**src/rtl/ncc_pkg.sv**
```systemverilog
`timescale 1ns / 1ps
`default_nettype none
//------------------------------------------------------------------------------
// ncc_pkg: shared types and constants for the nearest centroid classifier
// Field widths, register codes, request codes and the pipeline tag.
//------------------------------------------------------------------------------
package ncc_pkg;

  localparam int MAX_CENTROIDS_DEF = 16;
  localparam int MAX_DIMS_DEF      = 8;
  localparam int COORD_BITS_DEF    = 16;

  localparam int FIELD_W          = 16;
  localparam int NUM_COORD_FIELDS = 8;
  localparam int ROW_IDX_W        = 4;
  localparam int LABEL_W          = 4;
  localparam int DIST_W           = 35;
  localparam logic [DIST_W-1:0] DIST_MAX = '1;

  localparam int AC_W       = 5;
  localparam int AD_W       = 4;
  localparam int CFG_IDX_W  = 4;
  localparam int CFG_DATA_W = 5;

  localparam logic [AC_W-1:0] AC_RESET = 5'd16;
  localparam logic [AD_W-1:0] AD_RESET = 4'd8;

  localparam logic [CFG_IDX_W-1:0] CFG_ACTIVE_CENTROIDS = 4'd0;
  localparam logic [CFG_IDX_W-1:0] CFG_ACTIVE_DIMS      = 4'd1;

  typedef enum logic {
    REQ_WRITE    = 1'b0,
    REQ_CLASSIFY = 1'b1
  } req_type_t;

  typedef struct packed {
    logic vld;
    logic first;
    logic last;
  } ncc_tag_t;

endpackage
`default_nettype wire

```
**src/rtl/ncc_table.sv**
```systemverilog
`timescale 1ns / 1ps
`default_nettype none
//------------------------------------------------------------------------------
// ncc_table: centroid row memory
// One row of all coordinates per entry, one write and one registered read per
// cycle. Per-row valid bits make rows never written read as zero.
//------------------------------------------------------------------------------
module ncc_table
  import ncc_pkg::*;
#(
  parameter int ROWS = MAX_CENTROIDS_DEF,
  parameter int DIMS = MAX_DIMS_DEF,
  parameter int CB   = COORD_BITS_DEF,
  localparam int IW  = (ROWS > 1) ? $clog2(ROWS) : 1,
  localparam int RW  = DIMS * CB
) (
  input  logic          clk,
  input  logic          rst_n,
  input  logic          wr_en,
  input  logic [IW-1:0] wr_idx,
  input  logic [RW-1:0] wr_row,
  input  logic [IW-1:0] rd_idx,
  input  ncc_tag_t      rd_tag,
  output logic [RW-1:0] rd_row,
  output ncc_tag_t      rd_tag_q
);

  logic [RW-1:0]   mem [ROWS];
  logic [ROWS-1:0] row_vld_r;
  logic [RW-1:0]   rd_data_r;
  logic            rd_vld_r;
  ncc_tag_t        tag_r;

  always_ff @(posedge clk) begin
    if (!rst_n) begin
      row_vld_r <= '0;
      tag_r     <= '0;
    end else begin
      if (wr_en) begin
        row_vld_r[wr_idx] <= 1'b1;
      end
      tag_r <= rd_tag;
    end
  end

  always_ff @(posedge clk) begin
    if (wr_en) begin
      mem[wr_idx] <= wr_row;
    end
    rd_data_r <= mem[rd_idx];
    rd_vld_r  <= row_vld_r[rd_idx];
  end

  assign rd_row   = rd_vld_r ? rd_data_r : '0;
  assign rd_tag_q = tag_r;

endmodule
`default_nettype wire

```
**config.mk**
```make
export PLATFORM = sky130hd
export DESIGN_NAME = ncc_table
export DESIGN_NICKNAME = d
export VERILOG_FILES = /design/src/rtl/ncc_pkg.sv /design/src/rtl/ncc_table.sv
export SDC_FILE = /design/constraint.sdc
export NUM_CORES = 2
export LEC_CHECK = 0
export ABC_AREA = 1
export ABC_CLOCK_PERIOD_IN_PS = 11700
export BUFFER_PORTS_ARGS = -buffer_cell sky130_fd_sc_hd__buf_2
export CELL_PAD_IN_SITES_DETAIL_PLACEMENT = 0
export CELL_PAD_IN_SITES_GLOBAL_PLACEMENT = 1
export CORE_AREA = 2 2 426 428
export CTS_CLUSTER_SIZE = 20
export DETAILED_ROUTE_END_ITERATION = 10
export DIE_AREA = 0 0 428 430
export PLACE_DENSITY_LB_ADDON = 0.3
export SKIP_CTS_REPAIR_TIMING = 1
export SLEW_MARGIN = 15
export SYNTH_ARGS = -nofsm -noshare
export SYNTH_HDL_FRONTEND = slang
export SYNTH_SLANG_ARGS = --single-unit
```
**constraint.sdc**
```tcl
create_clock -name clk -period 11.7 [get_ports clk]
set_input_delay 1.755 -clock clk [delete_from_list [all_inputs] [get_ports clk]]
set_output_delay 1.755 -clock clk [all_outputs]
set_load 0.02 [all_outputs]
```
==> PnR_summary.wiki <==
{| class="wikitable"
! Metric !! Value
|-
| Fraction of final layout cells with drive strength greater than 1 || 8.37%
|-
| Highest net fanout along the worst path || 54
|-
| Syn. warnings || 0
|-
| Later-pin clock latency in the skew report || 0.86 ns
|-
| Kind of critical path || reg2out
|-
| Cts bufs inserted || 221
|-
| Final min period || 5.02 ns
|-
| First-pass detailed-route iteration total || 5
|-
| Top cells by instance count after synthesis || 2,989 x sky130_fd_sc_hd__nand2_1, 2,048 x sky130_fd_sc_hd__edfxtp_1, 1,469 x sky130_fd_sc_hd__nand3_1, 1,032 x sky130_fd_sc_hd__inv_1, 268 x sky130_fd_sc_hd__buf_2
|-
| Vias per cell || 5.28
|-
| Total setup violations reported at the end of the flow || 0
|-
| Cell family contributing the most delay on the critical path || buffers and inverters
|-
| Die Area || 0.184 mm2
|-
| Overall die height || 430 um
|-
| GRT Overall Usage || 24.7%
|-
| Tcrit/Tclk final || 42.9%
|-
| Dpl ws || 6.18 ns
|-
| TritonCTS clock tree || done
|-
| Average wire length per cell after detail routing || 21.0 um
|-
| Syn_nets || 8,336
|-
| Finished Core Util || 55.5%
|-
| Cells along the critical path || buf_4 > nand2_1 > inv_1 > buf_2
|-
| Relative area change from synthesis to final layout || 11.5%
|-
| Drt drc || 0
|-
| Startpoint kind of the worst setup timing path || register
|-
| # placed instances || 10,468
|-
| Number of vias after detailed routing || 57,591
|-
| Number of buffers on the longest clock path || 3
|-
| # clock sinks || 2,196
|-
| Reg clk slew, reported paths || 0.06 ns
|-
| Boundary pin count || 273
|-
| Fin nets || 8,463
|-
| Synthesized instance count || 8,194
|-
| Worst min path class || reg2reg
|-
| Crit path required time || 9.95 ns
|-
| Initial core utilization || 49.7%
|-
| Leakage || 41.4 nW
|-
| Worst slew pin tran || 1.15 ns
|-
| Die width || 428 um
|-
| Total negative slack for setup checks || 0 ns
|-
| Number of antenna-violating nets in the routed design || 0
|-
| Overall overflow remaining after global route || 0
|-
| Global-route wire length before repair || 343,000 um
|-
| Buffers added on ports || 272
|-
| Critical Path Slowest Stage Cell || sky130_fd_sc_hd__buf_4
|-
| Reported max-cap violation count || 0
|-
| Async S/R FF share, synth || 0%
|-
| Most repeated cell in the gate-level netlist after synthesis || sky130_fd_sc_hd__nand2_1
|-
| Dpl hpwl || 107,000 um
|-
| Post-route setup slack || 6.68 ns
|-
| Most frequently used flop master after synthesis || sky130_fd_sc_hd__edfxtp_1
|-
| Count of filler cells inserted in the layout || 15,049
|-
| Total number of H-tree levels || 4
|-
| Starting DRT DRC Count || 5,661
|-
| Total Routed Length || 230,000 um
|-
| Distinct cells, synth || 18
|-
| Proportion of netlist area held by the largest area contributor || 68.8%
|-
| Maximum number of pins on one net before global-route repair || 217
|-
| CTS Root Buffer Type || sky130_fd_sc_hd__clkbuf_16
|-
| Mean instance size in the synthesized netlist || 10.9 um2
|-
| Run status || completed
|-
| Final Wtd Congestion || 0.751
|-
| Largest cells by area after synthesis || sky130_fd_sc_hd__edfxtp_1 69%, sky130_fd_sc_hd__nand2_1 13%, sky130_fd_sc_hd__nand3_1 8.2%, sky130_fd_sc_hd__inv_1 4.3%, sky130_fd_sc_hd__dfxtp_1 3.3%
|-
| Part of the Yosys area used for sequential elements || 72.1%
|-
| Core area || 0.180 mm2
|-
| IR Drop Worst-Case VDD || 0.000144 V
|-
| Cell area after synthesis || 0.0894 mm2
|-
| Setup skew after layout || 0.0200 ns
|-
| Top cell type by total area after synthesis || sky130_fd_sc_hd__edfxtp_1
|-
| Number of storage elements in the synthesis netlist || 2,196
|-
| FP Rows || 156
|-
| Crit path capture type || primary output
|-
| Number of global-route vias before repair || 54,974
|-
| Relative max-transition margin || 23.2%
|-
| Slowest cell delay on critical path || 0.85 ns
|-
| Highest clock frequency the design can meet || 199 MHz
|-
| Number of hold-slack violations in the final timing report || 0
|-
| Cell Pwr Density || 169 mW/mm2
|-
| Post-synth EDFFs || 2,048
|-
| Final Slew Violations || 0
|-
| Initial antenna violation count || 49
|-
| Data arrival time of the worst path || 3.26 ns
|-
| Buffers and inverters on the worst path || 3
|-
| Post-route insts no fill || 10,907
|-
| RSZ-0062 raised after global routing || false
|}
==> power by group <==
| group | internal (mW) | leakage, nW | switching (mW) | total (mW) |
|---|---|---|---|---|
| sequential | 8.78 | 19.7 | 0.0641 | 8.85 |
| clock | 3.98 | 3.56 | 2.99 | 6.97 |
| combinational | 0.262 | 18.1 | 0.759 | 1.02 |
==> registers in the layout (all words and copies together), names as in the netlist <==
| register | flops |
|---|---|
| row_vld_r | 16 |
| rd_vld_r | 1 |
| rd_data_r | 128 |
| mem | 2048 |
| rd_tag_q | 3 |
==> path summary, 6_finish.rpt <==
kind	startpoint	end	slack [ns]	cells past startpoint
max	rd_vld_r	rd_row[54]	6.68	4
min	row_vld_r[4]	row_vld_r[4]	0.46	2
max reg2reg	mem[12][9]	rd_data_r[9]	10.56	5
min reg2reg	row_vld_r[4]	row_vld_r[4]	0.46	2
==> kinds of logic after synthesis <==
family	count (synthesis)	synth area share, %
and+or+nand+nor	4515	21.1
DFF	2196	72.1
buffers and inverters	1479	6.82
AOI/OAI and AO/OA	4	0.0280
==> placed cells by master (no fill, tap or decap), types with 4 or more instances in the layout <==
cell / count
sky130_fd_sc_hd__nand2_1: 2989
sky130_fd_sc_hd__edfxtp_1: 2048
sky130_fd_sc_hd__nand3_1: 1469
sky130_fd_sc_hd__inv_1: 1021
sky130_fd_sc_hd__buf_2: 268
sky130_fd_sc_hd__clkbuf_16: 223
sky130_fd_sc_hd__dfxtp_1: 147
sky130_fd_sc_hd__buf_4: 66
sky130_fd_sc_hd__clkbuf_1: 51
sky130_fd_sc_hd__clkinv_2: 45
sky130_fd_sc_hd__clkinv_1: 45
sky130_fd_sc_hd__nor2_1: 27
sky130_fd_sc_hd__clkbuf_8: 22
sky130_fd_sc_hd__or2_2: 20
sky130_fd_sc_hd__diode_2: 19
sky130_fd_sc_hd__bufinv_16: 15
sky130_fd_sc_hd__inv_8: 14
sky130_fd_sc_hd__buf_12: 10
sky130_fd_sc_hd__nor2_4: 6
sky130_fd_sc_hd__clkinv_8: 6
sky130_fd_sc_hd__inv_16: 5
sky130_fd_sc_hd__nor3_1: 4
sky130_fd_sc_hd__buf_8: 4
==> metal layers <==
layer  part of all wire [%]  GRT usage, %  vias up  wire length, um
li1                       -             -    27216                -
met1                     43          33.7    28207            99300
met2                     48          41.2     1777           110000
met3                    5.9          3.30      365            13700
met4                    2.7          7.68       26             6150
met5                  0.068             0        -              155
==> metrics by stage <==
stage               hold slack [ns]  instance area (um2)  total power [mW]
global route                  0.478                99700              17.4
global placement              0.444                92400              10.0
CTS                           0.460                99700              16.9
detailed placement            0.450                92400              10.0
finish                        0.458                99700              16.8
floorplan                     0.435                89400              9.64
==> cell type report <==
cell class	instances	area, um2	share of cell area [%]
Antenna cell	19	47.5	0.0477
Clock buffer	296	6070	6.09
Clock inverter	124	1150	1.15
Inverter	1035	3990	4.00
Multi-Input combinational cell	4519	18900	19.0
Sequential cell	2196	64500	64.7
Tap cell	2370	2970	2.97
Timing Repair Buffer	348	2100	2.10
==> worst min-delay path: cells and delay by family (launching register included) <==
kind,cells,cell delay [ns]
buffers and inverters,1,0.06
AOI/OAI and AO/OA,1,0.06
DFF,1,0.30
(Power assumes the default switching activity.)
