==> src/rtl/ncc_pkg.sv <==
`timescale 1ns / 1ps
`default_nettype none
//------------------------------------------------------------------------------
// ncc_pkg: shared types and constants for the nearest centroid classifier
// Field widths, register codes, request codes and the pipeline tag.
//------------------------------------------------------------------------------
package ncc_pkg;

  localparam int MAX_CENTROIDS_DEF = 16;
  localparam int MAX_DIMS_DEF      = 8;
  localparam int COORD_BITS_DEF    = 16;

  localparam int FIELD_W          = 16;
  localparam int NUM_COORD_FIELDS = 8;
  localparam int ROW_IDX_W        = 4;
  localparam int LABEL_W          = 4;
  localparam int DIST_W           = 35;
  localparam logic [DIST_W-1:0] DIST_MAX = '1;

  localparam int AC_W       = 5;
  localparam int AD_W       = 4;
  localparam int CFG_IDX_W  = 4;
  localparam int CFG_DATA_W = 5;

  localparam logic [AC_W-1:0] AC_RESET = 5'd16;
  localparam logic [AD_W-1:0] AD_RESET = 4'd8;

  localparam logic [CFG_IDX_W-1:0] CFG_ACTIVE_CENTROIDS = 4'd0;
  localparam logic [CFG_IDX_W-1:0] CFG_ACTIVE_DIMS      = 4'd1;

  typedef enum logic {
    REQ_WRITE    = 1'b0,
    REQ_CLASSIFY = 1'b1
  } req_type_t;

  typedef struct packed {
    logic vld;
    logic first;
    logic last;
  } ncc_tag_t;

endpackage
`default_nettype wire

==> src/rtl/ncc_merge.sv <==
`timescale 1ns / 1ps
`default_nettype none
//------------------------------------------------------------------------------
// ncc_merge: lane merge and running minimum
// Registered adder tree over the lane squares, saturation to the distance
// width, then a compare stage that keeps the smallest distance per item.
//------------------------------------------------------------------------------
module ncc_merge
  import ncc_pkg::*;
#(
  parameter int ROWS  = MAX_CENTROIDS_DEF,
  parameter int DIMS  = MAX_DIMS_DEF,
  parameter int CB    = COORD_BITS_DEF,
  localparam int IW   = (ROWS > 1) ? $clog2(ROWS) : 1,
  localparam int SQW  = 2 * CB + 1
) (
  input  logic              clk,
  input  logic              rst_n,
  input  logic [SQW-1:0]    sq [DIMS],
  input  ncc_tag_t          tag_in,
  output logic              done_r,
  output logic [IW-1:0]     best_idx_r,
  output logic [DIST_W-1:0] best_dist_r
);

  localparam int LVL  = (DIMS > 1) ? $clog2(DIMS) : 0;
  localparam int NP   = 1 << LVL;
  localparam int SUMW = SQW + LVL;
  localparam int EXTW = (SUMW > DIST_W) ? SUMW : DIST_W;

  logic [SUMW-1:0]   tree_r [LVL+1][NP];
  ncc_tag_t          tag_r  [LVL+1];
  logic [EXTW-1:0]   sum_ext;
  logic [DIST_W-1:0] dist_sat;
  logic [IW-1:0]     idx_nxt;
  logic [IW-1:0]     cur_idx_r;
  ncc_tag_t          tag_q;

  always_ff @(posedge clk) begin
    for (int i = 0; i < NP; i++) begin
      if (i < DIMS) begin
        tree_r[0][i] <= SUMW'(sq[i]);
      end else begin
        tree_r[0][i] <= '0;
      end
    end
    for (int l = 1; l <= LVL; l++) begin
      for (int i = 0; i < NP; i++) begin
        if (i < (NP >> l)) begin
          tree_r[l][i] <= tree_r[l-1][2*i] + tree_r[l-1][2*i+1];
        end else begin
          tree_r[l][i] <= '0;
        end
      end
    end
  end

  always_ff @(posedge clk) begin
    if (!rst_n) begin
      for (int l = 0; l <= LVL; l++) begin
        tag_r[l] <= '0;
      end
    end else begin
      tag_r[0] <= tag_in;
      for (int l = 1; l <= LVL; l++) begin
        tag_r[l] <= tag_r[l-1];
      end
    end
  end

  assign tag_q    = tag_r[LVL];
  assign sum_ext  = EXTW'(tree_r[LVL][0]);
  assign dist_sat = (sum_ext > EXTW'(DIST_MAX)) ? DIST_MAX : sum_ext[DIST_W-1:0];
  assign idx_nxt  = tag_q.first ? '0 : cur_idx_r + 1'b1;

  always_ff @(posedge clk) begin
    if (!rst_n) begin
      done_r <= 1'b0;
    end else begin
      done_r <= tag_q.vld && tag_q.last;
    end
  end

  // ties keep the lower index
  always_ff @(posedge clk) begin
    if (tag_q.vld) begin
      cur_idx_r <= idx_nxt;
      if (tag_q.first || (dist_sat < best_dist_r)) begin
        best_dist_r <= dist_sat;
        best_idx_r  <= idx_nxt;
      end
    end
  end

endmodule
`default_nettype wire

==> config.mk <==
export PLATFORM = sky130hd
export DESIGN_NAME = ncc_merge
export DESIGN_NICKNAME = d
export VERILOG_FILES = /design/src/rtl/ncc_pkg.sv /design/src/rtl/ncc_merge.sv
export SDC_FILE = /design/constraint.sdc
export NUM_CORES = 1
export LEC_CHECK = 0
export BUFFER_PORTS_ARGS = -buffer_cell sky130_fd_sc_hd__buf_2
export CORE_ASPECT_RATIO = 0.8
export CORE_MARGIN = 3
export CORE_UTILIZATION = 52
export DETAILED_ROUTE_END_ITERATION = 12
export PLACE_DENSITY = 0.83
export SETUP_SLACK_MARGIN = 0.1
export SLEW_MARGIN = 10
export SYNTH_ARGS = -nofsm -noshare
export SYNTH_HDL_FRONTEND = slang
export SYNTH_SLANG_ARGS = --single-unit
==> constraint.sdc <==
create_clock -name clk -period 4.49 [get_ports clk]
set_input_delay 0.2245 -clock clk [delete_from_list [all_inputs] [get_ports clk]]
set_output_delay 0.2245 -clock clk [all_outputs]
set_load 0.02 [all_outputs]
==> results.sh <==
export IMPL_worstPathRequired_ns=4.75
export IMPL_dieArea_um2=48600
export IMPL_post_dp_cell_area_um2=26200
export IMPL_ant_nets=0
export IMPL_setup_worst_path_end="best_dist_r[14]"
export IMPL_htreeDepth=2
export IMPL_synth_area_leaders="dfxtp_1 (43%), ha_1 (14%), xnor2_1 (5.5%)"
export IMPL_regArea_um2=11700
export IMPL_first_global_vias=19638
export IMPL_synthFlopType="dfxtp_1"
export IMPL_fin_area_um2=30800
export IMPL_r2r_end="best_dist_r[14]"
export IMPL_r2r_cells=13
export IMPL_post_cts_resized=0
export IMPL_yosys_cell_count_top_type="dfxtp_1"
export IMPL_cp_depth=13
export IMPL_syn_inst=2242
export IMPL_synthTopCellsByCount="dfxtp_1 (519), ha_1 (270), a21oi_1 (198), xnor2_1 (150), a21o_1 (129)"
export IMPL_post_synth_cell_area_avg_um2=10.7
export IMPL_dp_cells=3138
export IMPL_critPathArrivalTime_ns=4.21
export IMPL_synthArstFlopShare_pct=0
export IMPL_leakage_nw=14.2
export IMPL_final_min_clock_period_ns=3.95
export IMPL_num_rows=69
export IMPL_cts_root_buf="clkbuf_16"
export IMPL_worst_path_buf_inv=1
export IMPL_hold_viol=0
export IMPL_synthesis_area_um2=23900
export IMPL_drive_above_1_share_pct=16.3
export IMPL_globalRouteOverflowTotal=0
export IMPL_synthSimpleGateAreaFrac_pct=9.39
export IMPL_tightest_slew_ns=0.914
export IMPL_whs_path_depth=2
export IMPL_vias=19042
export IMPL_yosys_warnings=0
export IMPL_cts_tree="built"
export IMPL_via_per_inst=5.42
export IMPL_synth_top_family_by_area="compound AO/OA/AOI/OAI gates"
export IMPL_layout_nets=3408
export IMPL_stdcell_count=3513
export IMPL_globalplace_congestion=0.891
export IMPL_wl_um=64600
export IMPL_path_delay_family="compound AO/OA/AOI/OAI gates"
export IMPL_finalCritPeriodShare_pct=88.0
export IMPL_dieWidth_um=246
export IMPL_r2r_start="tree_r[1][551]"
export IMPL_die_h_um=198
export IMPL_finalPower_mw=18.0
export IMPL_ir_drop_mv=0.329
export IMPL_cts_buffers=54
export IMPL_fin_skew_ns=0.0313
export IMPL_slew_headroom_pct=39.0
export IMPL_rsz0062_at_grt="false"
export IMPL_grt_pass1_wl_um=102000
export IMPL_clk_pin_slew_worst_paths_ns=0.06
export IMPL_hold_path_class="primary input to register"
export IMPL_fin_hold_ws_ns=0.256
export IMPL_clockBufferDepth=3
export IMPL_area_growth_pct=28.8
export IMPL_ys_ff_latch=562
export IMPL_synth_compound_area_share_pct=17.6
export IMPL_synth_distinct_cells=79
export IMPL_drc=0
export IMPL_worstSkewPairLatency_ns=0.60
export IMPL_path_cells="or2_2 -> ha_1 -> a21o_1 -> a21o_1 -> a21oi_1 -> nor2_1 -> a2111oi_0 -> nor2_1 -> a211oi_1 -> a21oi_1 -> a211o_1 -> a21oi_4 -> buf_4"
export IMPL_utilization_pct=68.6
export IMPL_cp_startpoint="tree_r[1][551]"
export IMPL_slowest_stage="dfxtp_1"
export IMPL_synth_seq_area_share_pct=48.9
export IMPL_tns_ns=0
export IMPL_crit_fanout=35
export IMPL_syn_num_nets=2788
export IMPL_dp_hpwl_um=43400
export IMPL_cp_start_kind="register"
export IMPL_fin_ws_ns=0.538
export IMPL_pre_cts_slack_ns=0.600
export IMPL_endpoint_kind="register"
export IMPL_gr_usage_all_layers_pct=26.2
export IMPL_drv_cap=0
export IMPL_r2r_slack_ns=0.54
export IMPL_synth_largest_area_cell="dfxtp_1"
export IMPL_multi_input_area_um2=11800
export IMPL_crit_type="register to register"
export IMPL_io_pins=309
export IMPL_grt_max_degree=36
export IMPL_synthMuxAreaShare_pct=0
export IMPL_yosys_area_share_adder_pct=14.7
export IMPL_initial_core_util_pct=53.2
export IMPL_synth_xor_area_share_pct=7.51
export IMPL_synth_top_area_share_pct=43.5
export IMPL_synth_edf_count=43
export IMPL_max_clock_freq_mhz=253
export IMPL_drtIter0Drc=1359
export IMPL_antenna_found_initial=4
export IMPL_port_buffers=308
export IMPL_critPathMaxStageDelay_ns=0.92
export IMPL_status="completed"
export IMPL_wl_per_cell_um=18.4
export IMPL_slew_violations=0
export IMPL_drt_pass1_iterations=6
export IMPL_core_area_um2=44900
export IMPL_nFillCells=3159
export IMPL_setup_viol=0
export IMPL_clkSinkCount=562
export IMPL_power_density_nw_per_um2=586
==> per-layer routing <==
layer | up-vias | track usage [%] | wire, um
met1 | 8907 | 33.3 | 28100
met3 | 195 | 4.03 | 3320
met2 | 676 | 45.0 | 30700
met5 | - | 0 | 0
li1 | 9264 | - | -
met4 | 0 | 10.6 | 2440
==> layout by cell type, fill, tap and decap left out, types with 9 or more instances in the layout <==
master	n
nor2_1	114
o21a_1	38
and3_1	27
nor3_1	17
ha_1	270
xnor2_1	150
nand3_1	32
o21ai_1	30
or2_2	40
a21oi_1	197
a31oi_1	14
o211ai_1	13
nand2b_1	24
nand4_1	32
and2_1	21
clkinv_2	9
buf_2	308
edfxtp_1	43
o21bai_1	29
dfxtp_1	519
clkbuf_8	9
nand2_1	95
xor2_1	55
a211oi_1	14
a21o_1	129
o21ai_0	69
clkbuf_16	57
inv_1	100
dlygate4sd3_1	271
nor2b_1	27
==> cells by family (layout without fill, tap and decap cells) <==
logic type	count (synthesis)	after routing
AO/OA/AOI/OAI	631	631
flip-flops	562	562
AND/OR/NAND/NOR	448	448
adder cells (fa/ha/maj)	277	277
XOR/XNOR	205	205
buffers and inverters	119	781
other	0	6
==> how the worst min path moves through the flow <==
| stage | to | start | slack (ns) |
|---|---|---|---|
| after global placement | tree_r[0][20] | sq[20] | 0.33 |
| after detailed placement | tree_r[0][160] | sq[160] | 0.33 |
| after floorplan | tree_r[0][0] | sq[0] | 0.25 |
| after CTS | tree_r[0][81] | sq[81] | 0.22 |
| after global routing | tree_r[0][72] | sq[72] | 0.24 |
| final | tree_r[0][61] | sq[61] | 0.26 |
==> timing repair <==
| item | CTS | global route |
|---|---|---|
| setup buffers | 0 | 0 |
| hold buffers | 271 | 0 |
| endpoints found under the hold margin | 277 | 0 |
==> worst reg2reg max path: stages (launching register included) <==
cell,delay (ns)
dfxtp_1,0.92
or2_2,0.26
ha_1,0.24
a21o_1,0.19
a21o_1,0.17
a21oi_1,0.15
nor2_1,0.05
a2111oi_0,0.38
nor2_1,0.08
a211oi_1,0.28
a21oi_1,0.12
a211o_1,0.32
a21oi_4,0.17
buf_4,0.30
==> sequential cells by signal, indices dropped and copies added, names as in the netlist <==
register and count:
done_r 1, tree_r 506, cur_idx_r 4, tag_r 12, best_idx_r 4, best_dist_r 35
==> power by group <==
group	total (mW)	leakage (nW)	switching (mW)	internal, mW
clock	4.81	0.926	1.99	2.82
sequential	6.58	4.76	0.478	6.10
combinational	6.65	8.51	3.62	3.02
==> final cells by class <==
cell class              count  area share [%]
diodes                      6          0.0488
clock buffers              74            5.13
clock inverters            24            1.00
inverters                 101            1.23
multi-input cells        1561            38.3
flip-flops and latches    562            37.9
well taps                 603            2.45
repair buffers            582            13.9
No activity file was read; power rests on OpenSTA's default activity.
