===== config.mk =====
export PLATFORM = sky130hd
export DESIGN_NAME = ncc_lane
export DESIGN_NICKNAME = d
export VERILOG_FILES = /design/src/rtl/ncc_pkg.sv /design/src/rtl/ncc_lane.sv
export SDC_FILE = /design/constraint.sdc
export NUM_CORES = 1
export LEC_CHECK = 0
export BUFFER_PORTS_ARGS = -buffer_cell sky130_fd_sc_hd__buf_2
export CORE_MARGIN = 4
export CORE_UTILIZATION = 40
export DETAILED_ROUTE_END_ITERATION = 8
export PLACE_DENSITY_LB_ADDON = 0.2
export SLEW_MARGIN = 20
export SYNTH_ARGS = -nofsm -noshare
export SYNTH_HDL_FRONTEND = slang
export SYNTH_SLANG_ARGS = --single-unit

===== constraint.sdc =====
create_clock -name clk -period 11.1 [get_ports clk]
set_input_delay 2.22 -clock clk [delete_from_list [all_inputs] [get_ports clk]]
set_output_delay 2.22 -clock clk [all_outputs]
set_load 0.01 [all_outputs]

===== src/rtl/ncc_pkg.sv =====
`timescale 1ns / 1ps
`default_nettype none
//------------------------------------------------------------------------------
// ncc_pkg: shared types and constants for the nearest centroid classifier
// Field widths, register codes, request codes and the pipeline tag.
//------------------------------------------------------------------------------
package ncc_pkg;

  localparam int MAX_CENTROIDS_DEF = 16;
  localparam int MAX_DIMS_DEF      = 8;
  localparam int COORD_BITS_DEF    = 16;

  localparam int FIELD_W          = 16;
  localparam int NUM_COORD_FIELDS = 8;
  localparam int ROW_IDX_W        = 4;
  localparam int LABEL_W          = 4;
  localparam int DIST_W           = 35;
  localparam logic [DIST_W-1:0] DIST_MAX = '1;

  localparam int AC_W       = 5;
  localparam int AD_W       = 4;
  localparam int CFG_IDX_W  = 4;
  localparam int CFG_DATA_W = 5;

  localparam logic [AC_W-1:0] AC_RESET = 5'd16;
  localparam logic [AD_W-1:0] AD_RESET = 4'd8;

  localparam logic [CFG_IDX_W-1:0] CFG_ACTIVE_CENTROIDS = 4'd0;
  localparam logic [CFG_IDX_W-1:0] CFG_ACTIVE_DIMS      = 4'd1;

  typedef enum logic {
    REQ_WRITE    = 1'b0,
    REQ_CLASSIFY = 1'b1
  } req_type_t;

  typedef struct packed {
    logic vld;
    logic first;
    logic last;
  } ncc_tag_t;

endpackage
`default_nettype wire


===== src/rtl/ncc_lane.sv =====
`timescale 1ns / 1ps
`default_nettype none
//------------------------------------------------------------------------------
// ncc_lane: one dimension of the distance datapath
// Signed difference of point and centroid coordinate, squared and registered.
// Inactive dimensions contribute zero.
//------------------------------------------------------------------------------
module ncc_lane
  import ncc_pkg::*;
#(
  parameter int CB   = COORD_BITS_DEF,
  localparam int SQW = 2 * CB + 1
) (
  input  logic                 clk,
  input  logic                 en,
  input  logic signed [CB-1:0] pt,
  input  logic signed [CB-1:0] ct,
  output logic [SQW-1:0]       sq_r
);

  logic signed [CB:0]   diff;
  logic        [CB:0]   mag;
  logic        [2*CB+1:0] prod;
  logic        [SQW-1:0] sq_nxt;

  assign diff   = $signed({pt[CB-1], pt}) - $signed({ct[CB-1], ct});
  assign mag    = diff[CB] ? $unsigned(-diff) : $unsigned(diff);
  assign prod   = mag * mag;
  assign sq_nxt = en ? prod[SQW-1:0] : '0;

  always_ff @(posedge clk) begin
    sq_r <= sq_nxt;
  end

endmodule
`default_nettype wire


==> metrics.txt, run 1 <==
number of flops mapped to enable cells by yosys=0; placed cell area=approximately 11000 sq um; Finished Core Util=about 45%; fillers=about 2600; largest family of logic cells by synthesized area=adder cells; synthesized cell area=10300 sq um; All-Layer GR Usage=16.9%; layout cells sized above 1=about 11%; initial antenna violation count=0; final hold viol count=0; slew of the pin with the lowest slew margin=~670 ps; hold crit path type=primary input to flop; DR pass1 iterations=4; global-route wire length before repair=39.7 mm; number of nets in the layout=approximately 1600; crit share post-route=94.6%; #FFs+latches synth=32; Arr. time, crit path=10650 ps; max-cap violations=0; CP Max Fanout=17; die area=~28000 sq um; area delta synth->final=10.2%; cts hold-fix bufs=0; Slew headroom=a little under three fifths; Synth Area in Simple Gates=14.2%; Req. time, crit path=between 10000 and 15000 ps; CTS tree=done; Worst path max stage delay=520 ps; CTS Sinks=32; crit path kind=primary input to flop; wire per inst=about 14 um; final instance area=11300 sq um; CTS Buffer Depth=2; Die Span X=roughly 170 um; multiplexer area fraction after synthesis=less than 1%; share of the synthesized area in the top cell type=between 30% and 40%; Initial Utilization=about two fifths; CTS Buf Count=5; CP most frequent cell=fa_1; Detail Placement HPWL=approximately 20 mm; max FFs per register=32; Rows=58; Final Routed Wirelength=22.5 mm; Crit-path slowest cell=fa_1; pin count of the biggest net entering global routing=26; largest registers=sq_r: 32 flops; IO Pins=67; endpoint class of the critical path=flop; Post-route DRC=0; Setup violations, final=0; RSZ-0062 raised after global routing=no; crit start category=primary input; number of synthesis warnings=0; Iter 0 DRT Violations=a little under 300; adder-cell share of the synthesized area=slightly above 50%; Mapped Cells=approximately 1200; global route total overflow=0; Max Clk Rate=roughly 95 MHz; Post-Synth XOR/XNOR Area=under 10%; max-slew violations=0; Yosys top cell by area=fa_1; PortBufs=65; Seq/Total Area, Yosys=under 10%; gpl congestion=~0.87; antenna-violating nets left=0; setup TNS=0 ps; routed via count divided by cell count=4.85; clock-pin slew on the worst setup and hold paths=60 ps; Tmin final=around 10000 ps; Synth cell types=between 70 and 80; status=completed; die height=roughly 170 um; Most flops, register=sq_r; CTS H-tree lvls=2; vias=just under 8000; largest cells by area after synthesis=fa_1, ha_1, inv_1; root buffer cell=clkbuf_16; Main synth FF type=dfxtp_1; Core Area=roughly 25000 sq um; syn avg cell area=8.78 sq um; Post-synth ARST share=0%; # diodes=0; vias in the first global route=around 8400; worst hold path stage count=3; post-synthesis compound-gate area fraction=approximately 10%
==> per-layer routing <==
metal | global-route usage [%] | part of all wire (%)
met1 | 21.6 | 43
met2 | 31.6 | 53
met3 | 1.85 | 3.1
met4 | 2.29 | 1.2
met5 | 0 | 0
==> cells in the final DEF (no fill, tap or decap), drive strengths merged, types with 24 or more instances in the layout <==
master and n:
buf 93, a21o 28, nor2 106, fa 192
xor2 25, inv 297, nand2b 24, xnor2 32
ha 119, a21oi 36, nand2 85, dfxtp 32
==> cells by family after synthesis <==
kind of cell / count (synthesis)
buffers and inverters: 323
other: 2
AO/OA/AOI/OAI: 140
multiplexers: 4
XOR/XNOR: 57
flip-flops: 32
AND/OR/NAND/NOR: 301
adder cells (fa/ha/maj): 311
==> Yosys cell counts, types with 3 or more instances <==
master / number
or3_1: 11
nand3_1: 9
buf_4: 4
o221ai_1: 3
ha_1: 119
nand2b_1: 24
nor2b_1: 8
nor4_1: 3
dfxtp_1: 32
buf_2: 10
a21o_1: 28
a21oi_1: 34
a31oi_1: 4
inv_2: 7
o21ai_1: 4
a211oi_1: 8
and3_1: 12
o21ai_0: 14
and2_1: 9
nor2_1: 105
a21boi_0: 4
clkbuf_1: 10
nor3_1: 11
inv_1: 290
o2111ai_1: 3
nand2_1: 83
xnor2_1: 29
xnor2_2: 3
o21a_1: 5
xor2_1: 25
nand4_1: 4
fa_1: 192
o211ai_1: 4
nor3b_1: 4
==> critical path: cells and delay by family <==
family	cells	cell delay, ps
AND/OR/NAND/NOR	5	950
XOR/XNOR	2	310
buffers and inverters	8	1020
adder cells (fa/ha/maj)	9	3990
AO/OA/AOI/OAI	12	2150
==> through the flow <==
step                worst slack [ps]  hold WS (ps)  cells
floorplan                        570          2340   1181
global placement                70.3          2550   1580
detailed placement              2.72          2560   1580
CTS                              300          2260   1588
global route                    25.0          2290   1588
finish                           600          2270   1588
==> cell type report <==
| type | instances | area, sq um | area share [%] |
|---|---|---|---|
| clock inverters | 2 | 15.0 | 0.133 |
| repair buffers | 93 | 536 | 4.73 |
| multi-input cells | 826 | 8450 | 74.7 |
| clock buffers | 6 | 139 | 1.23 |
| well taps | 330 | 413 | 3.65 |
| flip-flops and latches | 32 | 641 | 5.66 |
| inverters | 299 | 1120 | 9.92 |
==> worst paths after layout <==
path | startpoint | end | slack (ps)
worst max-delay path | pt[0] | sq_r[29]$_SDFF_PN0_ | 600
worst min-delay path | en | sq_r[15]$_SDFF_PN0_ | 2270
==> repair_timing <==
| item | in CTS | in global routing |
|---|---|---|
| setup endpoints to repair | 0 | 6 |
| endpoints found under the hold margin | 0 | 0 |
| gates resized for setup | 0 | 4 |
| buffers inserted | 0 | 0 |
Power of run 1 is left out: the tool's default activity adds up to more than one toggle a clock period on the data nets, which glitch-free logic cannot reach.
==> run 2, diff against run 1 <==
--- a/config.mk
+++ b/config.mk
@@ -5,7 +5,7 @@
 export SDC_FILE = /design/constraint.sdc
 export NUM_CORES = 1
 export LEC_CHECK = 0
-export BUFFER_PORTS_ARGS = -buffer_cell sky130_fd_sc_hd__buf_2
+export BUFFER_PORTS_ARGS = -buffer_cell sky130_fd_sc_hd__clkbuf_2
 export CORE_MARGIN = 4
 export CORE_UTILIZATION = 40
 export DETAILED_ROUTE_END_ITERATION = 8
==> run 2 against run 1 <==
Final cell count about the same. Critical path type unchanged. Global-route usage grew 0.12 points. Sequential share of layout area about the same. Routed wire length grew 0.61%. Non-clock buffer count unchanged.
==> metrics.txt, run 2 (synthesized netlist as in run 1, its figures left out) <==
Iter 0 DRT Violations=350 (+21%); CP Max Fanout=13 (-4); gpl congestion=0.880 (+0.99%); routed via count divided by cell count=4.83 (-0.44%); final hold viol count=0 (unchanged); Hold WS=2270 ps (+4.71 ps); Final Routed Wirelength=22.7 mm (+0.61%); All-Layer GR Usage=17.0% (+0.12 points); die area=28300 sq um (unchanged); Setup WS post-layout=582 ps (-18.3 ps); worst min-delay path startpoint=en; status=completed; global route total overflow=0 (unchanged); CTS Buffer Depth=2 (unchanged); commonest non-fill, non-tap cell in the layout=inv_1; area delta synth->final=10.0%; Die Span X=168 um (unchanged); DR pass1 iterations=4 (unchanged); layout cells sized above 1=11.1% (-0.071 points); setup TNS=0 ps (unchanged); Arr. time, crit path=10660 ps (about the same); IO Pins=67 (unchanged); antenna-violating nets left=0 (unchanged); PortBufs=65 (unchanged); Worst path max stage delay=530 ps (about the same); crit start category=primary input; Post-route DRC=0 (unchanged); Worst Hold End=sq_r[15]$_SDFF_PN0_; RSZ-0062 raised after global routing=no; CTS Sinks=32 (unchanged); area occupied by multi-input gates=8450 sq um (unchanged); Core Area=25300 sq um (unchanged); Post-Place Worst Slack=137 ps (+134 ps); global-route wire length before repair=39.9 mm (+0.40%); # diodes=0 (unchanged); crit share post-route=94.8% (+0.16 points); vias=7662 (-0.51%); endpoint class of the critical path=flop; Initial Utilization=40.7% (unchanged); hold crit path type=primary input to flop; Max Clk Rate=95.1 MHz (-0.17%); max-cap violations=0 (unchanged); CTS H-tree lvls=2 (unchanged); Slew headroom=53.3% (-1.8 points); largest registers=sq_r: 32 flops; CTS tree=done; Setup violations, final=0 (unchanged); Rows=58 (unchanged); CP Depth=36 (unchanged); max FFs per register=32 (unchanged); vias in the first global route=8386 (+0.095%); Crit path max-delay family=adder cells; fillers=2572 (-0.69%); commonest cells after routing, fill and taps aside=inv_1, fa_1, ha_1, nor2_1, nand2_1; number of nets in the layout=1602 (unchanged); Detail Placement HPWL=19.9 mm (+0.51%); CTS Buf Count=5 (unchanged); slew of the pin with the lowest slew margin=696 ps (+26.6 ps); clock-pin slew on the worst setup and hold paths=50 ps (about the same); Req. time, crit path=11240 ps (about the same); wire per inst=14.3 um (+0.67%); root buffer cell=clkbuf_16; worst hold path stage count=3 (unchanged); Finished Core Util=44.7% (-0.064 points); pin count of the biggest net entering global routing=26 (unchanged); initial antenna violation count=0 (unchanged); crit path kind=primary input to flop; die height=168 um (unchanged); CP most frequent cell=fa_1; max-slew violations=0 (unchanged); worst path bufs/invs=7 (-1); Tmin final=10520 ps (+18.3 ps); Storage cell area=641 sq um (unchanged); Crit-path slowest cell=fa_1; Most flops, register=sq_r
## run 2: changes by cell type in the layout (fill, tap and decap cells not counted)
cell        previous run  this run
clkbuf_2               0        65
clkinvlp_4             2         1
clkinv_2               0         1
clkbuf_8               1         0
xnor2_2                3         4
xor2_2                 1         0
xnor2_1               29        28
xor2_1                24        25
buf_2                 65         0
## run 2: worst min-delay path, stage by stage
cell	delay [ps]
clkbuf_2	150
nand2_1	80
a21oi_1	40
## run 2: per-stage QoR
| stage | cells | area (sq um) |
|---|---|---|
| 4_1_cts | 1587 | 11300 |
| 3_5_place_dp | 1580 | 11100 |
| 3_3_place_gp | 1580 | 11100 |
| 6_report | 1587 | 11300 |
| 2_1_floorplan | 1181 | 10300 |
| 5_1_grt | 1587 | 11300 |
## run 2: routing by layer
layer / routed length, um / global-route usage, % / up-vias
met5: 0 / 0 / -
met1: 9840 / 21.5 / 3782
li1: - / - / 3776
met4: 197 / 2.05 / 0
met2: 12100 / 32.2 / 88
met3: 524 / 1.93 / 16
## run 2: what timing repair did
| item | CTS | global route |
|---|---|---|
| buffers inserted | 0 | 0 |
| setup endpoints to repair | 0 | 5 |
| hold buffers | 0 | 0 |
| resized for setup | 0 | 4 |
## run 2: worst max-delay path by stage
stage                               end  slack, ps   from
floorplan           sq_r[29]$_SDFF_PN0_        570  pt[0]
global route        sq_r[32]$_SDFF_PN0_         30  pt[0]
finish              sq_r[29]$_SDFF_PN0_        580  pt[0]
CTS                 sq_r[29]$_SDFF_PN0_        420  pt[0]
detailed placement  sq_r[29]$_SDFF_PN0_        140  pt[0]
global placement    sq_r[29]$_SDFF_PN0_        200  pt[0]
## run 2: area by class of cell
type | count | area share, %
Multi-Input combinational cell | 826 | 74.8
Inverter | 299 | 9.93
Sequential cell | 32 | 5.67
Timing Repair Buffer | 93 | 4.74
Tap cell | 330 | 3.65
Clock buffer | 5 | 1.11
Clock inverter | 2 | 0.111
Power of run 2 is left out for the same reason.
==> run 3, diff against run 2 <==
--- a/config.mk
+++ b/config.mk
@@ -10,6 +10,7 @@
 export CORE_UTILIZATION = 40
 export DETAILED_ROUTE_END_ITERATION = 8
 export PLACE_DENSITY_LB_ADDON = 0.2
+export RECOVER_POWER = 25
 export SLEW_MARGIN = 20
 export SYNTH_ARGS = -nofsm -noshare
 export SYNTH_HDL_FRONTEND = slang
==> constraint.sdc (replaced) <==
create_clock -name clk -period 11.42 [get_ports clk]
set_input_delay 1.142 -clock clk [delete_from_list [all_inputs] [get_ports clk]]
set_output_delay 1.142 -clock clk [all_outputs]
set_load 0.01 [all_outputs]
==> run 3 against run 2 <==
Global-route usage increased by 0.61 points. Clock-buffer cell count rose by 1. Worst hold slack got worse by 1100 ps. First-iteration DRC count fell by 28%. Critical path type unchanged.
==> metrics.txt, run 3 (synthesized netlist as in run 1, its figures left out) <==
crit path kind=primary input to flop; max-cap violations=0 (unchanged); placed cell area=11000 sq um (-1.1%); worst min-delay path startpoint=en; max FFs per register=32 (unchanged); Final Routed Wirelength=23.3 mm (+2.8%); area occupied by multi-input gates=8430 sq um (-0.22%); Slew headroom=53.4% (+0.15 points); hold crit path type=primary input to flop; All-Layer GR Usage=17.7% (+0.61 points); Core Area=25300 sq um (unchanged); vias in the first global route=8607 (+2.6%); PortBufs=65 (unchanged); Worst Setup SP=pt[0]; endpoint class of the critical path=flop; Arr. time, crit path=10390 ps (-270 ps); CTS Buf Count=5 (unchanged); Iter 0 DRT Violations=251 (-28%); fillers=2564 (-0.31%); Most flops, register=sq_r; wire per inst=14.8 um (+3.8%); worst path bufs/invs=6 (-1); clock-pin slew on the worst setup and hold paths=50 ps (about the same); final instance area=11100 sq um (-1.4%); global route total overflow=0 (unchanged); # diodes=0 (unchanged); crit start category=primary input; CP most frequent cell=fa_1; largest registers=sq_r: 32 flops; die height=168 um (unchanged); cts hold-fix bufs=0 (unchanged); CTS Buffer Depth=2 (unchanged); die area=28300 sq um (unchanged); pin count of the biggest net entering global routing=26 (unchanged); Setup violations, final=0 (unchanged); status=completed; RSZ-0062 raised after global routing=no; CTS Sinks=32 (unchanged); routed via count divided by cell count=4.85 (+0.54%); number of nets in the layout=1586 (-1.0%); Post-route DRC=0 (unchanged); crit share post-route=around 90%; Initial Utilization=40.7% (unchanged); Rows=58 (unchanged); Die Span X=168 um (unchanged); Detail Placement HPWL=20.2 mm (+1.5%); antenna-violating nets left=0 (unchanged); setup TNS=0 ps (unchanged); initial antenna violation count=0 (unchanged); commonest cells after routing, fill and taps aside=inv_1, fa_1, ha_1, nor2_1, nand2_1; CTS H-tree lvls=2 (unchanged); area delta synth->final=8.43%; post-cts resize count=0 (unchanged); final hold viol count=0 (unchanged); Tmin final=a little over 10000 ps; commonest non-fill, non-tap cell in the layout=inv_1; layout cells sized above 1=8.38% (-2.8 points); max-slew violations=0 (unchanged); vias=7626 (-0.47%); root buffer cell=clkbuf_16; IO Pins=67 (unchanged); Crit path max-delay family=adder cells; Max Clk Rate=slightly below 100 MHz; setup repair bufs after CTS=0 (unchanged); Storage cell area=641 sq um (unchanged); slew of the pin with the lowest slew margin=695 ps (-1.40 ps); Crit-path slowest cell=clkinv_1; Worst path max stage delay=580 ps (+50 ps); global-route wire length before repair=41.2 mm (+3.1%); DR pass1 iterations=4 (unchanged); CTS tree=done; CP Max Fanout=9 (-4); Req. time, crit path=11570 ps (+330 ps); gpl congestion=0.832 (-5.5%)
-- run 3: cell types whose count changed in the layout (fill, tap and decap cells not counted), sizes merged --
| cell | before | now |
|---|---|---|
| clkinvlp | 1 | 0 |
| clkbuf | 70 | 71 |
| buf | 28 | 12 |
-- run 3: worst paths after layout --
path / end / slack (ps) / cells past startpoint
setup / recovery: sq_r[29]$_SDFF_PN0_ / 1190 / 34
hold / removal: sq_r[15]$_SDFF_PN0_ / 1190 / 3
-- run 3: worst min-delay path, cell delays in order --
cell      delay (ps)
clkbuf_2         150
nand2_1           80
a21oi_1           40
-- run 3: per-layer routing --
metal  up-vias  track usage, %  share of wire [%]  wire length, um
li1       3738               -                  -                -
met1      3752            21.8                 42             9900
met2       110            33.3                 53            12400
met3        26            2.42                3.2              742
met4         0            2.86                1.3              312
met5         -               0                  0                0
-- run 3: final cells by class --
class / instances / area share (%)
Clock buffer: 6 / 1.16
Sequential cell: 32 / 5.75
Clock inverter: 1 / 0.0449
Timing Repair Buffer: 77 / 3.55
Tap cell: 330 / 3.71
Inverter: 299 / 10.1
Multi-Input combinational cell: 826 / 75.7
-- run 3: per-stage QoR --
step,util (%),worst slack (ps),std cells,hold WS [ps]
final,44.1,1190,1571,1190
after global routing,44.1,627,1571,1220
after CTS,44.2,1190,1571,1210
after detailed placement,43.6,890,1564,1510
after global placement,43.6,963,1564,1510
after floorplan,-,1970,1181,1260
Power of run 3 is left out for the same reason.
